$ cat src/hdl/runtime_clock_display_multiplexer_defines.svh
// ----------------------------------------------------------------------------
// Runtime clock display multiplexer: assertion macros
// Concurrent checks clocked on clk and held off while rst_n is low.
// ----------------------------------------------------------------------------
`ifndef RUNTIME_CLOCK_DISPLAY_MULTIPLEXER_DEFINES_SVH
`define RUNTIME_CLOCK_DISPLAY_MULTIPLEXER_DEFINES_SVH

`ifndef SYNTHESIS

// check that cond holds at every edge
`define RCDM_ASSERT(name, cond, msg) \
  name: assert property (@(posedge clk) disable iff (!rst_n) (cond)) else $error(msg);

// check that cons holds in the same cycle as ante
`define RCDM_ASSERT_IMPL(name, ante, cons, msg) \
  name: assert property (@(posedge clk) disable iff (!rst_n) (ante) |-> (cons)) \
    else $error(msg);

// check that cons holds in the cycle after ante
`define RCDM_ASSERT_NEXT(name, ante, cons, msg) \
  name: assert property (@(posedge clk) disable iff (!rst_n) (ante) |=> (cons)) \
    else $error(msg);

`else

`define RCDM_ASSERT(name, cond, msg)
`define RCDM_ASSERT_IMPL(name, ante, cons, msg)
`define RCDM_ASSERT_NEXT(name, ante, cons, msg)

`endif

`endif

$ cat src/hdl/rcdm_pkg.sv
// ----------------------------------------------------------------------------
// rcdm_pkg
// Shared widths, reset values, codes and lookup functions of the display mux.
// ----------------------------------------------------------------------------
package rcdm_pkg;

  localparam int NUM_DIGITS = 4;
  localparam int POS_W      = 3;
  localparam int TPS_W      = 10;
  localparam int HOUR_W     = 7;
  localparam int MIN_W      = 6;
  localparam int SEC_W      = 6;
  localparam int DIGIT_W    = 4;
  localparam int EN_W       = 4;
  localparam int SEG_W      = 8;

  localparam logic [TPS_W-1:0]  TPS_RESET       = 10'd119;
  localparam logic [HOUR_W-1:0] HOUR_WRAP_RESET = 7'd99;
  localparam logic [HOUR_W-1:0] HOUR_LIMIT_MAX  = 7'd99;
  localparam logic [SEC_W-1:0]  SEC_WRAP        = 6'd60;
  localparam logic [MIN_W-1:0]  MIN_WRAP        = 6'd60;
  localparam logic [SEG_W-1:0]  SEG_DASH        = 8'hDF;
  localparam logic [EN_W-1:0]   ENABLE_OFF      = 4'hF;

  localparam logic [POS_W-1:0] POS_IDLE   = 3'd0;
  localparam logic [POS_W-1:0] POS_H_TENS = 3'd1;
  localparam logic [POS_W-1:0] POS_H_UNIT = 3'd2;
  localparam logic [POS_W-1:0] POS_M_TENS = 3'd3;
  localparam logic [POS_W-1:0] POS_M_UNIT = 3'd4;
  localparam logic [POS_W-1:0] POS_LAST   = POS_W'(NUM_DIGITS);

  // register select is paddr[2]
  localparam logic REG_TPS       = 1'b0;
  localparam logic REG_HOUR_WRAP = 1'b1;

  typedef struct packed {
    logic [HOUR_W-1:0] hours;
    logic [MIN_W-1:0]  minutes;
    logic [SEC_W-1:0]  seconds;
  } clock_time_t;

  // active-low segments, bit order edhcgbfa
  function automatic logic [SEG_W-1:0] seg_code(input logic [DIGIT_W-1:0] d);
    logic [SEG_W-1:0] s;
    case (d)
      4'd0:    s = 8'h28;
      4'd1:    s = 8'hEB;
      4'd2:    s = 8'h32;
      4'd3:    s = 8'hA2;
      4'd4:    s = 8'hE1;
      4'd5:    s = 8'hA4;
      4'd6:    s = 8'h24;
      4'd7:    s = 8'hEA;
      4'd8:    s = 8'h20;
      default: s = 8'hA0;
    endcase
    return s;
  endfunction

  function automatic logic [EN_W-1:0] enable_code(input logic [POS_W-1:0] p);
    logic [EN_W-1:0] e;
    unique case (p)
      POS_H_TENS: e = 4'hD;
      POS_H_UNIT: e = 4'hE;
      POS_M_TENS: e = 4'hB;
      POS_M_UNIT: e = 4'h7;
      default:    e = ENABLE_OFF;
    endcase
    return e;
  endfunction

  // tens digit by reciprocal multiply, exact below 1029
  function automatic logic [DIGIT_W-1:0] tens_of(input logic [HOUR_W-1:0] x);
    logic [17:0] p;
    p = 18'(x) * 18'd205;
    return DIGIT_W'(p >> 11);
  endfunction

  function automatic logic [DIGIT_W-1:0] units_of(input logic [HOUR_W-1:0] x);
    logic [HOUR_W-1:0] t;
    t = HOUR_W'(tens_of(x)) * 7'd10;
    return DIGIT_W'(x - t);
  endfunction

endpackage

$ cat src/hdl/runtime_clock_display_multiplexer.sv
// ----------------------------------------------------------------------------
// runtime_clock_display_multiplexer
// Four-digit multiplexed display of an elapsed hours:minutes clock.
//
//   channel | direction | handshake             | payload
//   in      | input     | in_valid / in_ready   | in_tick
//   out     | output    | out_valid / out_ready | enables, segments, position, time
//   cfg     | input     | psel/penable/pready   | ticks_per_second, hour_wrap
//
// One tick is taken per cycle while in_ready is high; its result is registered and
// shows in the next cycle. The display and clock registers are the result register.
// in_ready drops only while a result waits and out_ready is low.
// Synchronous active-low reset; no clearing pass.
// ----------------------------------------------------------------------------
`include "runtime_clock_display_multiplexer_defines.svh"

module runtime_clock_display_multiplexer (
  input  logic                              clk,
  input  logic                              rst_n,
  input  logic                              in_valid,
  output logic                              in_ready,
  input  logic                              in_tick,
  output logic                              out_valid,
  input  logic                              out_ready,
  output logic [rcdm_pkg::EN_W-1:0]         out_digit_enable_n,
  output logic [rcdm_pkg::SEG_W-1:0]        out_segments_n,
  output logic                              out_segments_valid,
  output logic [rcdm_pkg::POS_W-1:0]        out_position,
  output logic [rcdm_pkg::HOUR_W-1:0]       out_hours_now,
  output logic [rcdm_pkg::MIN_W-1:0]        out_minutes_now,
  output logic [rcdm_pkg::SEC_W-1:0]        out_seconds_now,
  input  logic                              psel,
  input  logic                              penable,
  input  logic                              pwrite,
  input  logic [2:0]                        paddr,
  input  logic [31:0]                       pwdata,
  output logic [31:0]                       prdata,
  output logic                              pready
);

  logic                              accept, step, advance, cfg_wr;
  logic [rcdm_pkg::TPS_W-1:0]        tps_r;
  logic [rcdm_pkg::HOUR_W-1:0]       hour_wrap_r;
  logic [rcdm_pkg::POS_W-1:0]        pos_r, pos_nxt, served_r, served_nxt;
  logic [rcdm_pkg::EN_W-1:0]         en_r, en_nxt;
  logic [rcdm_pkg::SEG_W-1:0]        seg_r, seg_nxt, seg_digit;
  logic                              seg_valid_r, seg_valid_nxt, out_valid_r;
  rcdm_pkg::clock_time_t             now;

  assign in_ready = !out_valid_r || out_ready;
  assign accept   = in_valid && in_ready;
  assign step     = accept && in_tick;
  assign advance  = step && (pos_r == rcdm_pkg::POS_H_TENS);

  // configuration port
  assign pready = 1'b1;
  assign cfg_wr = psel && penable && pwrite && pready;

  always_ff @(posedge clk) begin
    if (!rst_n) begin
      tps_r       <= rcdm_pkg::TPS_RESET;
      hour_wrap_r <= rcdm_pkg::HOUR_WRAP_RESET;
    end else if (cfg_wr) begin
      unique case (paddr[2])
        rcdm_pkg::REG_TPS:       tps_r       <= pwdata[rcdm_pkg::TPS_W-1:0];
        rcdm_pkg::REG_HOUR_WRAP: hour_wrap_r <= pwdata[rcdm_pkg::HOUR_W-1:0];
        default: ;
      endcase
    end
  end

  always_comb begin
    unique case (paddr[2])
      rcdm_pkg::REG_TPS:       prdata = 32'(tps_r);
      rcdm_pkg::REG_HOUR_WRAP: prdata = 32'(hour_wrap_r);
      default:                 prdata = '0;
    endcase
  end

  rcdm_time u_time (
    .clk              (clk),
    .rst_n            (rst_n),
    .advance          (advance),
    .ticks_per_second (tps_r),
    .hour_wrap        (hour_wrap_r),
    .now              (now)
  );

  rcdm_digit u_digit (
    .pos        (pos_r),
    .now        (now),
    .segments_n (seg_digit)
  );

  // on a tick, serve the current position and advance it; otherwise report the last served one
  always_comb begin
    pos_nxt       = pos_r;
    en_nxt        = en_r;
    seg_nxt       = seg_r;
    seg_valid_nxt = 1'b0;
    served_nxt    = pos_r;
    if (in_tick) begin
      if (pos_r != rcdm_pkg::POS_IDLE) begin
        en_nxt        = rcdm_pkg::enable_code(pos_r);
        seg_nxt       = seg_digit;
        seg_valid_nxt = 1'b1;
      end
      pos_nxt = (pos_r == rcdm_pkg::POS_LAST || pos_r == rcdm_pkg::POS_IDLE) ?
                rcdm_pkg::POS_H_TENS : pos_r + 1'b1;
    end else if (en_r == rcdm_pkg::ENABLE_OFF) begin
      served_nxt = rcdm_pkg::POS_IDLE;
    end else if (pos_r <= rcdm_pkg::POS_H_TENS) begin
      served_nxt = rcdm_pkg::POS_LAST;
    end else begin
      served_nxt = pos_r - 1'b1;
    end
  end

  always_ff @(posedge clk) begin
    if (!rst_n) begin
      pos_r       <= rcdm_pkg::POS_IDLE;
      en_r        <= rcdm_pkg::ENABLE_OFF;
      seg_r       <= rcdm_pkg::SEG_DASH;
      seg_valid_r <= 1'b0;
      served_r    <= rcdm_pkg::POS_IDLE;
      out_valid_r <= 1'b0;
    end else begin
      if (accept) begin
        pos_r       <= pos_nxt;
        en_r        <= en_nxt;
        seg_r       <= seg_nxt;
        seg_valid_r <= seg_valid_nxt;
        served_r    <= served_nxt;
        out_valid_r <= 1'b1;
      end else if (out_ready) begin
        out_valid_r <= 1'b0;
      end
    end
  end

  assign out_valid          = out_valid_r;
  assign out_digit_enable_n = en_r;
  assign out_segments_n     = seg_r;
  assign out_segments_valid = seg_valid_r;
  assign out_position       = served_r;
  assign out_hours_now      = now.hours;
  assign out_minutes_now    = now.minutes;
  assign out_seconds_now    = now.seconds;

  `RCDM_ASSERT_NEXT(a_time_holds_when_idle, !accept, $stable(now), "clock moved without a tick")
  `RCDM_ASSERT_NEXT(a_idle_tick_sends_nothing, step && pos_r == rcdm_pkg::POS_IDLE, !out_segments_valid && out_position == rcdm_pkg::POS_IDLE, "idle position sent a digit")
  `RCDM_ASSERT_IMPL(a_sent_digit_enabled, out_valid_r && out_segments_valid, out_digit_enable_n != rcdm_pkg::ENABLE_OFF, "segment byte sent with all digits off")
  `RCDM_ASSERT(a_time_in_range, now.seconds < rcdm_pkg::SEC_WRAP && now.minutes < rcdm_pkg::MIN_WRAP && now.hours < rcdm_pkg::HOUR_LIMIT_MAX, "clock value out of range")

endmodule

$ cat src/hdl/rcdm_time.sv
// ----------------------------------------------------------------------------
// rcdm_time
// Sub-second, second, minute and hour counters with configurable sub-second and hour rollover.
// ----------------------------------------------------------------------------
module rcdm_time (
  input  logic                             clk,
  input  logic                             rst_n,
  input  logic                             advance,
  input  logic [rcdm_pkg::TPS_W-1:0]       ticks_per_second,
  input  logic [rcdm_pkg::HOUR_W-1:0]      hour_wrap,
  output rcdm_pkg::clock_time_t            now
);

  logic [rcdm_pkg::TPS_W-1:0]  sub_r, sub_nxt, sub_inc;
  logic [rcdm_pkg::SEC_W-1:0]  sec_r, sec_nxt, sec_inc;
  logic [rcdm_pkg::MIN_W-1:0]  min_r, min_nxt, min_inc;
  logic [rcdm_pkg::HOUR_W-1:0] hour_r, hour_nxt, hour_inc, hour_lim;

  always_comb begin
    sub_inc  = sub_r + 1'b1;
    sec_inc  = sec_r + 1'b1;
    min_inc  = min_r + 1'b1;
    hour_inc = hour_r + 1'b1;
    hour_lim = (hour_wrap > rcdm_pkg::HOUR_LIMIT_MAX) ? rcdm_pkg::HOUR_LIMIT_MAX : hour_wrap;

    sub_nxt  = sub_r;
    sec_nxt  = sec_r;
    min_nxt  = min_r;
    hour_nxt = hour_r;

    if (advance) begin
      sub_nxt = sub_inc;
      if (sub_inc >= ticks_per_second) begin
        sub_nxt = '0;
        sec_nxt = sec_inc;
        if (sec_inc >= rcdm_pkg::SEC_WRAP) begin
          sec_nxt = '0;
          min_nxt = min_inc;
          if (min_inc >= rcdm_pkg::MIN_WRAP) begin
            min_nxt  = '0;
            hour_nxt = (hour_inc >= hour_lim) ? '0 : hour_inc;
          end
        end
      end
    end
  end

  always_ff @(posedge clk) begin
    if (!rst_n) begin
      sub_r  <= '0;
      sec_r  <= '0;
      min_r  <= '0;
      hour_r <= '0;
    end else begin
      sub_r  <= sub_nxt;
      sec_r  <= sec_nxt;
      min_r  <= min_nxt;
      hour_r <= hour_nxt;
    end
  end

  assign now.hours   = hour_r;
  assign now.minutes = min_r;
  assign now.seconds = sec_r;

endmodule

$ cat src/hdl/rcdm_digit.sv
// ----------------------------------------------------------------------------
// rcdm_digit
// Pick the decimal digit of hours*100+minutes for a position and encode it.
// ----------------------------------------------------------------------------
module rcdm_digit (
  input  logic [rcdm_pkg::POS_W-1:0] pos,
  input  rcdm_pkg::clock_time_t      now,
  output logic [rcdm_pkg::SEG_W-1:0] segments_n
);

  logic [rcdm_pkg::DIGIT_W-1:0] digit;
  logic [rcdm_pkg::HOUR_W-1:0]  minutes_ext;

  assign minutes_ext = rcdm_pkg::HOUR_W'(now.minutes);

  always_comb begin
    unique case (pos)
      rcdm_pkg::POS_H_TENS: digit = rcdm_pkg::tens_of(now.hours);
      rcdm_pkg::POS_H_UNIT: digit = rcdm_pkg::units_of(now.hours);
      rcdm_pkg::POS_M_TENS: digit = rcdm_pkg::tens_of(minutes_ext);
      default:              digit = rcdm_pkg::units_of(minutes_ext);
    endcase
  end

  assign segments_n = rcdm_pkg::seg_code(digit);

endmodule

$ cat config.mk
export PLATFORM = sky130hd
export DESIGN_NAME = runtime_clock_display_multiplexer
export DESIGN_NICKNAME = d
export VERILOG_FILES = /design/src/hdl/rcdm_pkg.sv /design/src/hdl/runtime_clock_display_multiplexer.sv /design/src/hdl/rcdm_time.sv /design/src/hdl/rcdm_digit.sv
export VERILOG_INCLUDE_DIRS = /design/src /design/src/hdl
export SDC_FILE = /design/constraint.sdc
export NUM_CORES = 1
export LEC_CHECK = 0
export BUFFER_PORTS_ARGS = -buffer_cell sky130_fd_sc_hd__clkbuf_2
export CAP_MARGIN = 20
export CORE_MARGIN = 4
export CORE_UTILIZATION = 23
export DETAILED_ROUTE_END_ITERATION = 10
export PLACE_DENSITY = 0.36
export SKIP_CTS_REPAIR_TIMING = 1
export SLEW_MARGIN = 20
export SYNTH_ARGS = -nofsm -noshare
export SYNTH_HDL_FRONTEND = slang
export SYNTH_SLANG_ARGS = --single-unit
$ cat constraint.sdc
create_clock -name clk -period 5.47 [get_ports clk]
set_clock_uncertainty 0.1 [all_clocks]
set_input_delay 1.094 -clock clk [delete_from_list [all_inputs] [get_ports clk]]
set_output_delay 1.094 -clock clk [all_outputs]
set_load 0.03 [all_outputs]
==> results by stage <==
Placed design:
- The post-detailed-placement half-perimeter wirelength is 13400 um.
- Routability-driven placement finished with a final weighted congestion of 0.726.
- Buffers placed on the I/O ports in this run total 65.

GRT:
- The pin count of the biggest net entering global routing is 48.
- The first global-routing pass estimated 27400 um of wire.
- The initial antenna violation count was 0.
- The via count of the first global-routing pass was 4948.
- Summed over all layers, the global routing overflow is 0.
- The total routing usage reported by global routing is 11.8%.

Clock tree:
- The clock sink total is 66.
- Counting the buffers created by CTS gives 9.
- The level count of the clock H-tree is 3.
- Clock-pin slew was measured on the worst setup and hold paths at 0.06 ns.
- The CTS tree is yes.
- For the worst-skew pair, the clock arrives at the later sink with an insertion delay of 0.33 ns.
- No sink is reached through more buffers than the 2 on the longest clock path.
- The tree is rooted in a sky130_fd_sc_hd__clkbuf_16.

Logic synthesis:
- The post-synthesis area per instance is 8.36 sq um.
- Summing the areas of all compound-gate instances in the mapped netlist gives 20.7% of the synthesized area.
- After synthesis, flip-flops and latches occupy 22.3% of the total area.
- After synthesis the cells add up to 5940 sq um.
- In this run, synthesis inferred 0 flip-flops with an integrated enable.
- By area the synthesized netlist is led by sky130_fd_sc_hd__dfxtp_1 (22%), sky130_fd_sc_hd__ha_1 (20%), sky130_fd_sc_hd__nand2_1 (5.7%).
- The count of unique library cells instantiated by Yosys is 80.
- The post-synthesis simple-gate area fraction is 19.2%.
- The instance count of the mapped netlist is 710.
- The XOR/XNOR share of the synthesized area is 3.69%.
- Multiplexer cells account for 0.864% of the synthesized area.
- The most common flop cell mapped by yosys is sky130_fd_sc_hd__dfxtp_1.
- The post-synthesis async set-or-reset flop share is 0%.
- The synthesized design contains 66 register bits.
- The area share of fa/ha/maj cells after synthesis is 25.0%.
- The combinational family with the most area after synthesis is adder cells.
- The fraction of post-synthesis cell area in the top cell type by area is 22.3%.
- The Yosys step of the flow raised 0 warnings.
- The largest total area in the synthesized netlist belongs to sky130_fd_sc_hd__dfxtp_1.

Routing:
- The average wire length per cell after detail routing is 15.0 um.
- The number of nets with antenna violations after detailed routing is 0.
- For this block, the routed nets add up to 16700 um of wire.
- The count of vias placed by the detailed router is 4951.
- The violation count after the first detailed-route iteration is 259.
- The number of iterations in the first detailed-routing pass is 4.
- Dividing the detail-routed via count by the number of cells gives 4.44.
- In the routed design, unresolved DRC markers number 0.

Die:
- After floorplanning, the core was sized to cover 25300 sq um.
- The die span in y is 169 um.
- The number of I/O pins is 113.
- The die area is 28400 sq um.
- After floorplanning, the core was divided into 58 placement rows.
- The initial core utilization is 23.5%.
- The die extent in x is 169 um.

Status:
- The flow ran to the end, and the final reports show no timing, DRC or antenna violations.

Timing:
- The worst max-slew margin expressed relative to the limit is 35.2%.
- The share of the clock period used by the worst path is 93.4%.
- The aggregate negative setup slack is 0 ns.
- Setup repair after global routing left no endpoint under its margin.
- The number of max-slew violations in the final report came to 0.
- The top achievable clock speed is 196 MHz.
- The number of hold violations in the final report came to 0.
- The routed design could run at a clock period as short as 5.11 ns.
- The final count of negative-setup-slack endpoints is 0.
- The transition time at the pin with the least slew margin is 0.969 ns.

Setup path:
- The element type at the critical path end is a flip-flop.
- Along the worst path, the maximum fanout reaches 4.
- The critical path required time is 5.55 ns.
- The worst setup path is of the flip-flop to flip-flop kind.
- STA classifies the critical path startpoint as a flip-flop.
- The arrival time at the worst endpoint is 5.18 ns.

Cells and area:
- Cells fill 27.5% of the core in the end.
- The share of post-route cells with drive strength above 1 is 15.3%.
- The net count of the finished layout is 933.
- The signed area change from the synthesized netlist to the final layout is 17.0%.
- 0 antenna diodes ended up in the layout.
- The number of fill cells is 2818.

Pwr:
- For this design the ratio of total power to cell area is 179 nW/um^2.
- The leakage power is 3.40 nW.
- IR analysis of the VDD net gives a maximum drop of 0.000156 V.

Worst hold path:
- The worst hold path belongs to the class flip-flop to flip-flop.

Run:
- The tool flagged a number of max-cap violations equal to 0.
final timing paths:
check | from | end | slack, ns | cells past startpoint
worst max-delay path | u_time.hour_r[4] | out_segments_n[7] | 0.36 | 19
worst min-delay path | tps_r[9] | tps_r[9] | 0.37 | 2
worst max register to register | u_time.hour_r[4] | out_segments_n[7] | 0.36 | 19
worst min register to register | tps_r[9] | tps_r[9] | 0.37 | 2
cell type report:
| class | count | area (sq um) | share of cell area (%) |
|---|---|---|---|
| clock inverters | 6 | 80.1 | 1.15 |
| well taps | 330 | 413 | 5.95 |
| inverters | 66 | 248 | 3.57 |
| flip-flops and latches | 66 | 1320 | 19.0 |
| clock buffers | 10 | 239 | 3.44 |
| repair buffers | 80 | 438 | 6.31 |
| multi-input cells | 558 | 4200 | 60.6 |
synth_stat cells (all sizes together) (2+ instances only):
cell,instances
a211oi,6
xor2,11
nand4b,3
nand3,23
a21oi,32
o211a,3
clkbuf,16
o21a,6
nor3,6
o211ai,13
nor2,27
or4,3
buf,25
nor4,2
dfxtp,66
o41ai,2
a21o,10
nand3b,11
or3b,2
or3,8
o311ai,5
nand2,91
and3,12
xnor2,14
a31oi,4
nand2b,9
a211o,3
o22ai,7
mux2i,4
nand4,8
o221a,2
inv,66
and2,6
or2,3
ha,93
o21ai,31
fa,16
conb,2
a41oi,2
a21boi,28
nor2b,5
registers in the layout (all words and copies together) (netlist names):
register / cells
u_time.min_r: 6
u_time.sec_r: 6
pos_r: 3
hour_wrap_r: 7
tps_r: 10
out_position: 3
out_valid: 1
out_digit_enable_n: 4
u_time.sub_r: 10
out_segments_valid: 1
u_time.hour_r: 7
out_segments_n: 8
cell usage in the layout (no fill, tap or decap), types with 7 or more instances in the layout:
master / Yosys / routed
sky130_fd_sc_hd__ha_1: 93 / 93
sky130_fd_sc_hd__nand2_1: 90 / 90
sky130_fd_sc_hd__inv_1: 66 / 66
sky130_fd_sc_hd__dfxtp_1: 66 / 66
sky130_fd_sc_hd__clkbuf_2: 0 / 65
sky130_fd_sc_hd__a21oi_1: 31 / 31
sky130_fd_sc_hd__o21ai_0: 28 / 28
sky130_fd_sc_hd__a21boi_0: 28 / 28
sky130_fd_sc_hd__nor2_1: 26 / 26
sky130_fd_sc_hd__nand3_1: 23 / 23
sky130_fd_sc_hd__conb_1: 2 / 23
sky130_fd_sc_hd__fa_1: 16 / 16
sky130_fd_sc_hd__buf_4: 23 / 15
sky130_fd_sc_hd__xnor2_1: 14 / 14
sky130_fd_sc_hd__o211ai_1: 13 / 13
sky130_fd_sc_hd__and3_1: 12 / 12
sky130_fd_sc_hd__xor2_1: 11 / 11
sky130_fd_sc_hd__a21o_1: 10 / 10
sky130_fd_sc_hd__nand3b_1: 10 / 10
sky130_fd_sc_hd__nand2b_1: 9 / 9
sky130_fd_sc_hd__clkbuf_16: 0 / 9
sky130_fd_sc_hd__nand4_1: 7 / 7
sky130_fd_sc_hd__o22ai_1: 7 / 7
kinds of logic after synthesis:
logic type               count (synthesis)
AND/OR/NAND/NOR                        224
XOR/XNOR                                25
other                                    2
AO/OA/AOI/OAI                          172
adder cells (fa/ha/maj)                109
buffers and inverters                  107
flip-flops                              66
multiplexers                             5
power by group:
part / internal (mW) / total (mW) / leakage [nW] / switching, mW
sequential: 0.490 / 0.498 / 0.535 / 0.00817
clock: 0.408 / 0.624 / 0.162 / 0.216
combinational: 0.0338 / 0.124 / 2.70 / 0.0898
worst max-delay path, cell delays in order, from the launching register on:
cell and delay, ns:
sky130_fd_sc_hd__dfxtp_1 0.41, sky130_fd_sc_hd__ha_1 0.26, sky130_fd_sc_hd__ha_1 0.29, sky130_fd_sc_hd__fa_1 0.51
sky130_fd_sc_hd__inv_1 0.06, sky130_fd_sc_hd__fa_1 0.51, sky130_fd_sc_hd__inv_1 0.04, sky130_fd_sc_hd__ha_1 0.27
sky130_fd_sc_hd__a21oi_1 0.25, sky130_fd_sc_hd__a2111oi_4 0.08, sky130_fd_sc_hd__o21ai_0 0.30, sky130_fd_sc_hd__nand2_1 0.11
sky130_fd_sc_hd__xor2_1 0.17, sky130_fd_sc_hd__fa_1 0.53, sky130_fd_sc_hd__o32ai_1 0.10, sky130_fd_sc_hd__a211o_1 0.26
sky130_fd_sc_hd__nor2_1 0.29, sky130_fd_sc_hd__buf_4 0.18, sky130_fd_sc_hd__a221oi_2 0.04, sky130_fd_sc_hd__nand4b_1 0.18
through the flow:
stage / worst slack (ns) / power [mW] / instance area, sq um / hold WS, ns / std cells
floorplan: 0.364 / 0.609 / 6010 / 0.343 / 731
global route: 0.0296 / 1.30 / 6940 / 0.405 / 1116
global placement: 0.269 / 0.634 / 6620 / 0.362 / 1100
detailed placement: 0.325 / 0.634 / 6620 / 0.368 / 1100
finish: 0.362 / 1.25 / 6940 / 0.369 / 1116
CTS: 0.273 / 1.28 / 6940 / 0.377 / 1116
per-layer routing:
layer  up-vias  global-route usage [%]  routed length (um)
li1       2608                       -                   -
met3         6                    2.08                 503
met5         -                       0                   0
met2        78                    18.1                7180
met4         0                    1.94                 100
met1      2259                    17.7                8930
(Power assumes the default switching activity.)
